===== src/tcw_pkg.sv =====
package tcw_pkg;

  localparam logic [1:0] CMD_PUT   = 2'd0;
  localparam logic [1:0] CMD_CLEAR = 2'd1;
  localparam logic [1:0] CMD_READ  = 2'd2;

  localparam logic [7:0] CODE_NEWLINE   = 8'd10;
  localparam logic [7:0] CODE_BACKSPACE = 8'd8;
  localparam logic [7:0] BLANK          = 8'h20;

  // wide enough for every grid that the 7-bit column and 5-bit row fields can address
  localparam int MAX_ADDR_W = 15;

  typedef enum logic [2:0] {
    OP_CHAR,
    OP_NEWLINE,
    OP_BACKSPACE,
    OP_CLEAR,
    OP_READ,
    OP_NOP
  } op_code_t;

  typedef struct packed {
    op_code_t              code;
    logic [7:0]            ch;
    logic [MAX_ADDR_W-1:0] addr;
  } op_t;

  typedef struct packed {
    logic [6:0] col;
    logic [4:0] row;
    logic [7:0] ch;
  } res_t;

  typedef struct packed {
    logic take;
    logic push;
    logic init;
  } back_ctl_t;

endpackage


===== src/tcw_fifo.sv =====
module tcw_fifo #(
  parameter int W     = 8,
  parameter int DEPTH = 2
) (
  input  logic         clk,
  input  logic         rst,
  input  logic         wr_en,
  input  logic [W-1:0] wr_data,
  output logic         full,
  input  logic         rd_en,
  output logic [W-1:0] rd_data,
  output logic         empty
);
  localparam int PTR_W = (DEPTH > 1) ? $clog2(DEPTH) : 1;
  localparam int CNT_W = $clog2(DEPTH + 1);

  logic [W-1:0]     slots [DEPTH];
  logic [PTR_W-1:0] wr_ptr;
  logic [PTR_W-1:0] rd_ptr;
  logic [CNT_W-1:0] count;
  logic             do_wr;
  logic             do_rd;

  assign full    = (count == CNT_W'(DEPTH));
  assign empty   = (count == '0);
  assign do_wr   = wr_en && !full;
  assign do_rd   = rd_en && !empty;
  assign rd_data = slots[rd_ptr];

  always_ff @(posedge clk) begin
    if (do_wr) begin
      slots[wr_ptr] <= wr_data;
    end
  end

  always_ff @(posedge clk) begin
    if (rst) begin
      wr_ptr <= '0;
      rd_ptr <= '0;
      count  <= '0;
    end else begin
      if (do_wr) begin
        wr_ptr <= (wr_ptr == PTR_W'(DEPTH - 1)) ? '0 : wr_ptr + PTR_W'(1);
      end
      if (do_rd) begin
        rd_ptr <= (rd_ptr == PTR_W'(DEPTH - 1)) ? '0 : rd_ptr + PTR_W'(1);
      end
      if (do_wr && !do_rd) begin
        count <= count + CNT_W'(1);
      end else if (do_rd && !do_wr) begin
        count <= count - CNT_W'(1);
      end
    end
  end

endmodule


===== src/tcw_front.sv =====
module tcw_front #(
  parameter int COLUMNS = 80,
  parameter int ROWS    = 25
) (
  input  logic           clk,
  input  logic           rst,
  input  logic           push,
  input  logic [1:0]     cmd,
  input  logic [7:0]     char_code,
  input  logic [4:0]     read_row,
  input  logic [6:0]     read_col,
  input  logic           hold,
  output logic           full,
  output logic           op_valid,
  output tcw_pkg::op_t   op,
  input  logic           take
);
  import tcw_pkg::*;

  op_t  op_in;
  logic q_full;
  logic q_empty;
  logic rd_ok;

  assign rd_ok = (int'(read_row) < ROWS) && (int'(read_col) < COLUMNS);

  always_comb begin
    op_in.ch   = char_code;
    op_in.addr = MAX_ADDR_W'(int'(read_row) * COLUMNS + int'(read_col));
    unique case (cmd)
      CMD_PUT: begin
        if (char_code == CODE_NEWLINE) begin
          op_in.code = OP_NEWLINE;
        end else if (char_code == CODE_BACKSPACE) begin
          op_in.code = OP_BACKSPACE;
        end else begin
          op_in.code = OP_CHAR;
        end
      end
      CMD_CLEAR: op_in.code = OP_CLEAR;
      // out-of-range read answers like an unknown command
      CMD_READ:  op_in.code = rd_ok ? OP_READ : OP_NOP;
      default:   op_in.code = OP_NOP;
    endcase
  end

  assign full     = q_full || hold;
  assign op_valid = !q_empty;

  tcw_fifo #(
    .W     ($bits(op_t)),
    .DEPTH (2)
  ) u_op_q (
    .clk     (clk),
    .rst     (rst),
    .wr_en   (push && !full),
    .wr_data (op_in),
    .full    (q_full),
    .rd_en   (take),
    .rd_data (op),
    .empty   (q_empty)
  );

endmodule


===== config.mk =====
export PLATFORM = sky130hd
export DESIGN_NAME = tcw_front
export DESIGN_NICKNAME = d
export VERILOG_FILES = /design/src/tcw_pkg.sv /design/src/tcw_fifo.sv /design/src/tcw_front.sv
export SDC_FILE = /design/constraint.sdc
export NUM_CORES = 1
export LEC_CHECK = 0
export ABC_AREA = 1
export BUFFER_PORTS_ARGS = -buffer_cell sky130_fd_sc_hd__buf_2
export CAP_MARGIN = 10
export CORE_ASPECT_RATIO = 0.9
export CORE_MARGIN = 5
export CORE_UTILIZATION = 59
export DETAILED_ROUTE_END_ITERATION = 12
export PLACE_DENSITY = 0.95
export SYNTH_ARGS = -nofsm -noshare
export SYNTH_HDL_FRONTEND = slang
export SYNTH_HIERARCHICAL = 1
export SYNTH_SLANG_ARGS = --single-unit
export TNS_END_PERCENT = 30

===== constraint.sdc =====
create_clock -name clk -period 5.25 [get_ports clk]
set_clock_uncertainty 0.1 [all_clocks]
set_input_delay 0.7875 -clock clk [delete_from_list [all_inputs] [get_ports clk]]
set_output_delay 0.7875 -clock clk [all_outputs]
set_load 0.005 [all_outputs]

==> flow_summary.yaml <==
status:
  status: "completed"
global_route:
  grt_pass1_wl_um: 7530
  grt_overflow: 0
  grt_usage_pct: 17.0
  antenna_found_initial: 0
  grt_max_degree: 18
  grt_pass1_vias: 1761
detailed_routing:
  wl_um: 4650
  route.vias.total: 1680
  dr.pass1.iters: 4
  wire_per_inst_um: 13.5
  drtIter0Drc: 75
  antenna_left: 0
  viasPerCell: 4.88
  drc: 0
clock_network:
  postCtsSetupBuffers: 0
  cts_root_buf: "clkbuf_8"
  holdBufCountCts: 0
  path_clk_slew_ns: 0.06
  cts_resized: 0
  htreeDepth: 3
  numClockSinks: 57
  cts_buffers: 9
  clock_latency_ns: 0.32
  cts_tree: "done"
  cts.path.max_buffers: 2
yosys:
  async_flop_share_pct: 0
  yosysSeqAreaShare_pct: 60.2
  synth_common_cells: "52 x edfxtp_1, 28 x nand2_1, 26 x inv_1, 21 x nor2_1, 20 x mux2_4"
  ys_top_cells_by_area: "edfxtp_1 57%, mux2_4 11%, ha_1 4.5%"
  yosysUniqueCellTypes: 28
  synth-seq-cells: 57
  synth_flop_cell: "edfxtp_1"
  synth_top_area_share_pct: 56.6
  yosysTopAreaCell: "edfxtp_1"
  syn_area_per_cell_um2: 13.3
  syn_inst: 208
  synth_area_um2: 2760
  synth_most_common_cell: "edfxtp_1"
  synth-edff-count: 52
  yosys_warnings: 6
finish:
  diodes: 0
  area_delta_synth_final_pct: 20.8
  nets: 316
  drive_above_1_share_pct: 39.0
worst_setup_path:
  critPathBufInv: 2
  worstPathArrival_ns: 2.04
  cp_top_family: "flip-flops"
  slowest_delay_ns: 0.82
  start_kind: "register"
  required_ns: 4.36
  crit_fanout: 14
  critPathKind: "register to output port"
  worst_setup_path_end_kind: "output port"
  cp_cell_sequence: "buf_4 -> mux2_2 -> buf_2"
  cp_slowest_cell: "dfxtp_1"
power_and_ir_drop:
  intPower_mw: 1.05
  powerDensity_nw_per_um2: 419
  p_seq_share_pct: 42.5
  total_power_mw: 1.40
  p_switching_uw: 352
  clockPowerShare_pct: 33.8
  comb_power_share_pct: 23.7
  p_leak_nw: 1.45
  switching_share_pct: 25.2
  irDropWorstVdd_mv: 0.204
timing:
  rsz0062_at_grt: "no"
  max_freq_ghz: 0.342
  timing.setup.tns_ns: 0
  slew_violations: 0
  relSlewSlack_pct: 48.5
  post-route-min-period_ns: 2.93
  setup_viol: 0
  worstMarginPinSlew_ns: 0.771
  fin_crit_sh_pct: 55.8
  hold_viol: 0
floorplanning:
  core-area_um2: 4490
  die-width_um: 82.1
  num_io_pins: 55
  initial_utilization_pct: 61.5
  dieHeight_um: 74.9
  core.rowCount: 23
  die_area_um2: 6150
placement:
  gp_congestion: 0.763
  dp_hpwl_um: 3600
  place.port_buffers: 54
job:
  cap_violations: 0
min_path:
  hold_class: "register to register"
[layer usage]
metal  part of all wire (%)  GRT usage, %  up-vias
met1                     37          16.2      788
met4                    1.8          9.41        0
met2                     57          32.8       43
met3                    5.0          4.55        9
met5                      0             0        -
li1                       -             -      840
[worst register-to-register path, cell delays in order (launching register included)]
cell and delay [ns]:
dfxtp_1 0.45, nor2_1 0.07, or2_2 0.28, nor2_1 0.11, o21ai_2 0.10, nor2_2 0.48
buf_4 0.35
[registers in the layout, indices dropped and copies added, names as in the netlist, named ones only]
name	cells
u_op_q/wr_ptr	1
u_op_q/slots	52
u_op_q/count	2
u_op_q/rd_ptr	1
[cells in the final DEF, fill, tap and decap left out, types with 6 or more instances in the layout]
master	n
ha_1	10
mux2_4	20
inv_1	26
nor2_1	19
buf_2	54
nand3_1	6
mux2_2	6
clkbuf_8	9
edfxtp_1	52
nand2_1	28
conb_1	6
[power groups by stage]
stage	Clock (mW)	Combinational [mW]	Sequential [mW]
after floorplan	0	0.261	0.584
after global placement	0	0.325	0.600
after detailed placement	0	0.336	0.603
after CTS	0.483	0.337	0.594
after global routing	0.505	0.369	0.599
final	0.472	0.332	0.593
[final cells by class]
class	count	area, µm²
inverter	29	109
fill	297	1160
multi-input combinational	123	958
clock inverter	6	106
sequential	57	1660
tap	62	77.6
clock buffer	10	128
timing repair buffer	57	293
[path summary, 6_finish.rpt]
path,from,to,slack [ns],depth (start not counted)
setup reg to reg,u_op_q/count[0]$_SDFFE_PP0P_,u_op_q/slots[0][24]$_DFFE_PP_,2.98,6
hold / removal,u_op_q/wr_ptr$_SDFFE_PP0P_,u_op_q/wr_ptr$_SDFFE_PP0P_,0.43,2
setup / recovery,register,op[8],2.32,3
hold reg to reg,u_op_q/wr_ptr$_SDFFE_PP0P_,u_op_q/wr_ptr$_SDFFE_PP0P_,0.43,2
[logic make-up (layout without fill, tap and decap cells)]
logic type | after synthesis | after routing | synth area share [%]
simple gates | 64 | 64 | 10.5
flops | 57 | 57 | 60.2
buf+inv | 33 | 102 | 5.94
mux | 26 | 26 | 13.3
fa+ha+maj | 12 | 12 | 5.98
compound gates | 10 | 10 | 2.09
xor+xnor | 5 | 5 | 1.86
other cells | 1 | 6 | 0.136
[metrics by stage]
stage | area, µm² | setup slack, ns | hold WS [ns] | std cells | utilization [%]
2_1_floorplan | 2780 | 2.34 | 0.375 | 213 | -
3_3_place_gp | 3100 | 2.57 | 0.402 | 328 | 69.0
3_5_place_dp | 3100 | 2.50 | 0.416 | 328 | 69.0
4_1_cts | 3330 | 2.29 | 0.431 | 344 | 74.2
5_1_grt | 3330 | 2.22 | 0.476 | 344 | 74.2
6_report | 3330 | 2.32 | 0.432 | 344 | 74.2
No activity file was read; power rests on OpenSTA's default activity.
