`src/tcw_fifo.sv`:
```
module tcw_fifo #(
  parameter int W     = 8,
  parameter int DEPTH = 2
) (
  input  logic         clk,
  input  logic         rst,
  input  logic         wr_en,
  input  logic [W-1:0] wr_data,
  output logic         full,
  input  logic         rd_en,
  output logic [W-1:0] rd_data,
  output logic         empty
);
  localparam int PTR_W = (DEPTH > 1) ? $clog2(DEPTH) : 1;
  localparam int CNT_W = $clog2(DEPTH + 1);

  logic [W-1:0]     slots [DEPTH];
  logic [PTR_W-1:0] wr_ptr;
  logic [PTR_W-1:0] rd_ptr;
  logic [CNT_W-1:0] count;
  logic             do_wr;
  logic             do_rd;

  assign full    = (count == CNT_W'(DEPTH));
  assign empty   = (count == '0);
  assign do_wr   = wr_en && !full;
  assign do_rd   = rd_en && !empty;
  assign rd_data = slots[rd_ptr];

  always_ff @(posedge clk) begin
    if (do_wr) begin
      slots[wr_ptr] <= wr_data;
    end
  end

  always_ff @(posedge clk) begin
    if (rst) begin
      wr_ptr <= '0;
      rd_ptr <= '0;
      count  <= '0;
    end else begin
      if (do_wr) begin
        wr_ptr <= (wr_ptr == PTR_W'(DEPTH - 1)) ? '0 : wr_ptr + PTR_W'(1);
      end
      if (do_rd) begin
        rd_ptr <= (rd_ptr == PTR_W'(DEPTH - 1)) ? '0 : rd_ptr + PTR_W'(1);
      end
      if (do_wr && !do_rd) begin
        count <= count + CNT_W'(1);
      end else if (do_rd && !do_wr) begin
        count <= count - CNT_W'(1);
      end
    end
  end

endmodule

```
`config.mk`:
```
export PLATFORM = sky130hd
export DESIGN_NAME = tcw_fifo
export DESIGN_NICKNAME = d
export VERILOG_FILES = /design/src/tcw_fifo.sv
export SDC_FILE = /design/constraint.sdc
export NUM_CORES = 1
export LEC_CHECK = 0
export BUFFER_PORTS_ARGS = -buffer_cell sky130_fd_sc_hd__buf_2
export CAP_MARGIN = 20
export CORE_MARGIN = 2
export CORE_UTILIZATION = 30
export CTS_CLUSTER_DIAMETER = 100
export CTS_CLUSTER_SIZE = 24
export DETAILED_ROUTE_END_ITERATION = 8
export SYNTH_ARGS = -nofsm -noshare
export SYNTH_HDL_FRONTEND = slang
export SYNTH_SLANG_ARGS = --single-unit
```
`constraint.sdc`:
```
create_clock -name clk -period 2.1 [get_ports clk]
set_input_delay 0.105 -clock clk [delete_from_list [all_inputs] [get_ports clk]]
set_output_delay 0.105 -clock clk [all_outputs]
set_load 0.02 [all_outputs]
```
==> summary.md, run 1 <==
| Metric | Value |
|---|---|
| DR vias/cell | `4.34` |
| Max-cap violations | `0` |
| Sum of buffers and inverters on the critical path | `0` |
| Worst Path Max Fanout | `5` |
| Max stage delay on crit path | `380 ps` |
| Worst slew margin | `0.746` |
| GPL Wtd Cong | `0.584` |
| RSZ-0062 raised after global routing | `false` |
| Post-CTS sizing | `0` |
| Hold Worst Slack | `16.0 ps` |
| Row cnt | `18` |
| Most frequent cells in the layout | `21 x buf_2, 16 x edfxtp_1, 8 x mux2_2, 8 x dlygate4sd3_1` |
| Syn. warnings | `0` |
| Synth top area share | `0.606` |
| Drc violations | `0` |
| Pin count of the biggest net entering global routing | `13` |
| Min Tclk post-route | `1590 ps` |
| Clock-pin slew on the worst setup and hold paths | `120 ps` |
| Synthesized cell area | `793 sq um` |
| Initial antenna violation count | `0` |
| Congestion Overflow GR | `0` |
| Commonest non-fill, non-tap cell in the layout | `buf_2` |
| Detailed Place HPWL | `842 um` |
| Highest clock rate | `629 MHz` |
| Gate Count Post-Synth | `50` |
| Htree depth | `1` |
| Worst Setup End Kind | `register` |
| Final worst path period share | `0.756` |
| Vias in the first global route | `463` |
| Antenna cells | `0` |
| Setup TNS | `0 ps` |
| Final Util | `0.415` |
| Layout Nets | `96` |
| Setup violators final | `0` |
| DR pass1 iterations | `4` |
| Clock Latency Late Sink | `300 ps` |
| Final Hold Viols | `0` |
| Synth area leaders | `edfxtp_1 61%, dfxtp_1 13%, mux2_2 11%` |
| Post-synthesis sequential area ratio | `0.732` |
| Worst IR drop on VDD | `526 uV` |
| Routed Antenna Nets | `0` |
| Post-CTS Setup Bufs | `0` |
| Synth area leader | `edfxtp_1` |
| Max-slew violations | `0` |
| Vias | `486` |
| First-pass GRT wire length | `2080 um` |
| Synth unique cells | `13` |
| Syn avg cell area | `15.9 sq um` |
| Status | `completed` |
| CTS Root Cell | `clkbuf_4` |
| Slew @ Worst Pin | `381 ps` |
| Hold Path Class | `primary input to register` |
| Hold-fix buffers, CTS | `8` |
| Critical Path RT | `2340 ps` |
| Clock skew | `5.19 ps` |
| # clock sinks | `21` |
| Die area | `3070 sq um` |
| Power Density | `1120 nW/um^2` |
| Bufs on Longest Clock Path | `2` |
| Crit path kind | `register to register` |
| Starting Density | `0.317` |
| Final wirelength | `1190 um` |
| Average wire per standard cell | `10.6 um` |
| CP Launch Type | `register` |
| Chip Height | `55.4 um` |
| Cell Area, Placed | `931 sq um` |
| Finished Cell Area | `1040 sq um` |
| Gr usage total | `0.0897` |
| Area Overhead vs Synth | `30.9%` |
| Worst Path Arrival | `1820 ps` |
| Crit path max-delay cell type | `dfxtp_1` |
| Core Box Area | `2500 sq um` |
| Number of synthesized register bits | `21` |
| Die X | `55.4 um` |
| Share of cells above drive strength 1 | `0.415` |
| Leakage power | `0.414 nW` |
| Crit-path leading delay family | `compound AO/OA/AOI/OAI gates` |
| Number of top-level pins | `22` |
| CP cell instances | `o21ai_0, ha_1, or3_1, a21oi_1` |
| Starting DRC count in detailed routing | `1` |
| CTS tree | `yes` |
| Syn nets | `63` |
| Port Buffers | `21` |
| Cts bufs inserted | `3` |
## metal layers
metal,up-vias,routed length (um),global-route usage
met5,-,0,0
met4,0,17,0.0627
met3,2,117,0.0328
met2,17,507,0.126
met1,224,546,0.113
li1,243,-,-
## registers in the layout, indices dropped and copies added, names as in the netlist, named ones only
signal / cells
count: 2
slots: 16
wr_ptr: 1
rd_ptr: 1
## worst paths after layout
kind	startpoint	endpoint	slack, ps	depth (start not counted)
max	count[0]$_SDFFE_PP0P_	count[1]$_SDFFE_PP0P_	510	4
min	rst	wr_ptr$_SDFFE_PP0N_	20	2
max reg2reg	count[0]$_SDFFE_PP0P_	count[1]$_SDFFE_PP0P_	510	4
min reg2reg	wr_ptr$_SDFFE_PP0N_	wr_ptr$_SDFFE_PP0N_	500	2
## stage by stage
stage               std cells  power [mW]  worst slack [ps]
floorplan                  50       0.866               513
global placement          100       0.970               602
detailed placement        100       0.976               515
CTS                       112        1.18               495
global route              112        1.24               416
finish                    112        1.16               511
## kinds of logic (layout without fill, tap and decap cells)
family                   count (synthesis)  count (layout)  synth area share
flip-flops                              21              21             0.732
adder cells (fa/ha/maj)                  1               1            0.0158
multiplexers                             8               8             0.114
AO/OA/AOI/OAI                            5               5            0.0315
XOR/XNOR                                 3               3            0.0331
AND/OR/NAND/NOR                          9               9            0.0584
buffers and inverters                    3              35            0.0158
## synth_stat cells (all sizes together)
| cell | instances |
|---|---|
| a21oi | 2 |
| dfxtp | 5 |
| edfxtp | 16 |
| inv | 2 |
| nor2 | 5 |
| or3 | 2 |
| ha | 1 |
| nor2b | 1 |
| buf | 1 |
| and2 | 1 |
| xor2 | 3 |
| o21ai | 3 |
| mux2 | 8 |
## area by class of cell
| type | instances | area, sq um |
|---|---|---|
| Fill cell | 235 | 1460 |
| Sequential cell | 21 | 581 |
| Multi-Input combinational cell | 26 | 200 |
| Timing Repair Buffer | 29 | 185 |
| Tap cell | 30 | 37.5 |
| Clock buffer | 3 | 22.5 |
| Inverter | 2 | 7.51 |
| Clock inverter | 1 | 5.00 |
## where the power goes
| part | leakage (nW) | switching [mW] | total, mW | internal (mW) |
|---|---|---|---|---|
| Combinational | 0.206 | 0.215 | 0.389 | 0.173 |
| Sequential | 0.191 | 0.0528 | 0.583 | 0.530 |
| Clock | 0.0177 | 0.119 | 0.189 | 0.0708 |
## worst register-to-register path, cell delays in order, from the launching register on
cell and delay, ps:
dfxtp_1 380, o21ai_0 330, ha_1 320, or3_1 370
a21oi_1 130
(Power assumes the default switching activity.)
==> run 2: changes to the inputs <==
Clock period 2.1 ns to 1.45 ns, I/O delays scaled along.
==> summary.md, run 2 (synthesis results as in run 1) <==
| Metric | Value |
|---|---|
| Top flop regs | `slots (16), count (2)` |
| Leakage power | `0.446 nW` |
| DP Worst Slack | `-15.9 ps` |
| Clock Latency Late Sink | `290 ps` |
| Highest clock rate | `699 MHz` |
| Hold depth | `4` |
| Crit path kind | `register to register` |
| Vias in the first global route | `511` |
| Cell Area, Placed | `953 sq um` |
| Starting Density | `0.317` |
| Critical Path RT | `1680 ps` |
| Die area | `3070 sq um` |
| Average wire per standard cell | `11.5 um` |
| DR vias/cell | `4.24` |
| Bufs on Longest Clock Path | `2` |
| Antenna cells | `0` |
| Worst Path Arrival | `1660 ps` |
| Reg2Reg Setup Slack | `20 ps` |
| Number of top-level pins | `22` |
| Busiest layer in global routing | `met2` |
| Detailed Place HPWL | `917 um` |
| Max-cap violations | `0` |
| Fillers | `245` |
| Area Overhead vs Synth | `39.4%` |
| Vias | `500` |
| Setup TNS | `0 ps` |
| Chip Height | `55.4 um` |
| Commonest non-fill, non-tap cell in the layout | `buf_2` |
| Power Density | `1630 nW/um^2` |
| Min Tclk post-route | `1430 ps` |
| Cts bufs inserted | `3` |
| Worst Path Max Fanout | `4` |
| Final Util | `0.442` |
| Worst Setup End Kind | `register` |
| CTS Root Cell | `clkbuf_4` |
| Htree depth | `1` |
| Routed Antenna Nets | `0` |
| Die X | `55.4 um` |
| # clock sinks | `21` |
| Worst-case reg-to-reg path depth | `5` |
| Congestion Overflow GR | `0` |
| DR pass1 iterations | `2` |
| Layout Nets | `102` |
| Max-slew violations | `0` |
| Worst slew margin | `0.810` |
| Row cnt | `18` |
| Hold Worst Slack | `166 ps` |
| Initial antenna violation count | `0` |
| Finished Cell Area | `1110 sq um` |
| Most frequent cells in the layout | `21 x buf_2, 16 x edfxtp_1, 9 x dlygate4sd3_1` |
| Status | `completed` |
| Final wirelength | `1350 um` |
| Final Hold Viols | `0` |
| Max FFs per register | `16` |
| Port Buffers | `21` |
| Most flop-heavy register | `slots` |
| Worst IR drop on VDD | `1010 uV` |
| GPL Wtd Cong | `0.688` |
| Clock skew | `2.18 ps` |
| Setup violators final | `0` |
| Starting DRC count in detailed routing | `21` |
| Met3 Track Usage GR | `0.0211` |
| Met1 Usage GRT | `0.103` |
| Met2 capacity usage during global routing | `0.163` |
| Final worst path period share | `0.987` |
| Pin count of the biggest net entering global routing | `13` |
| CP Launch Type | `register` |
| Worst setup margin | `19.2 ps` |
| CTS tree | `yes` |
| RSZ-0062 raised after global routing | `true` |
| Hold Path Class | `primary input to register` |
| Drc violations | `0` |
| Core Box Area | `2500 sq um` |
| First-pass GRT wire length | `2190 um` |
| Slew @ Worst Pin | `285 ps` |
| Gr usage total | `0.0917` |
| Share of cells above drive strength 1 | `0.511` |
| Clock-pin slew on the worst setup and hold paths | `110 ps` |
## run 2: cell type report
cell class              instances  area (sq um)  share of cell area
repair buffers                 35           233               0.210
clock buffers                   3          22.5              0.0204
multi-input cells              26           214               0.193
well taps                      30          37.5              0.0339
inverters                       2          7.51             0.00679
clock inverters                 1          5.00             0.00452
flip-flops and latches         21           587               0.531
## run 2: per-layer routing
layer / vias up / share of wire
li1: 256 / -
met3: 0 / 0.050
met1: 230 / 0.45
met2: 14 / 0.50
met4: 0 / 0
met5: - / 0
## run 2: what timing repair did
action                                 in CTS  in global routing
setup buffers                               1                  2
gates resized for setup                     3                  3
endpoints found under the hold margin      21                  0
setup endpoints to repair                   9                  1
pin swaps                                   1                  1
hold buffers                                9                  0
## run 2: per-stage QoR
step | power, mW | instances
final | 1.81 | 118
after floorplan | 1.27 | 50
after CTS | 1.78 | 116
after global routing | 1.94 | 118
after detailed placement | 1.46 | 102
after global placement | 1.44 | 102
## run 2: power breakdown
group          internal, mW  total [mW]  leakage (nW)  switching, mW
combinational         0.334       0.681         0.236          0.347
sequential            0.779       0.859         0.192         0.0796
clock                 0.102       0.268        0.0177          0.165
## run 2: path summary, 6_finish.rpt
check | to | from
setup / recovery | count[1]$_SDFFE_PP0P_ | count[1]$_SDFFE_PP0P_
hold reg to reg | wr_ptr$_SDFFE_PP0N_ | wr_ptr$_SDFFE_PP0N_
setup reg to reg | count[1]$_SDFFE_PP0P_ | count[1]$_SDFFE_PP0P_
hold / removal | wr_ptr$_SDFFE_PP0N_ | wr_en
## run 2: worst max-delay path, cell delays in order, from the launching register on
cell and delay (ps):
dfxtp_2 340, nor2b_4 130, nor2_2 130, ha_2 290, or3_1 360, a21oi_2 120
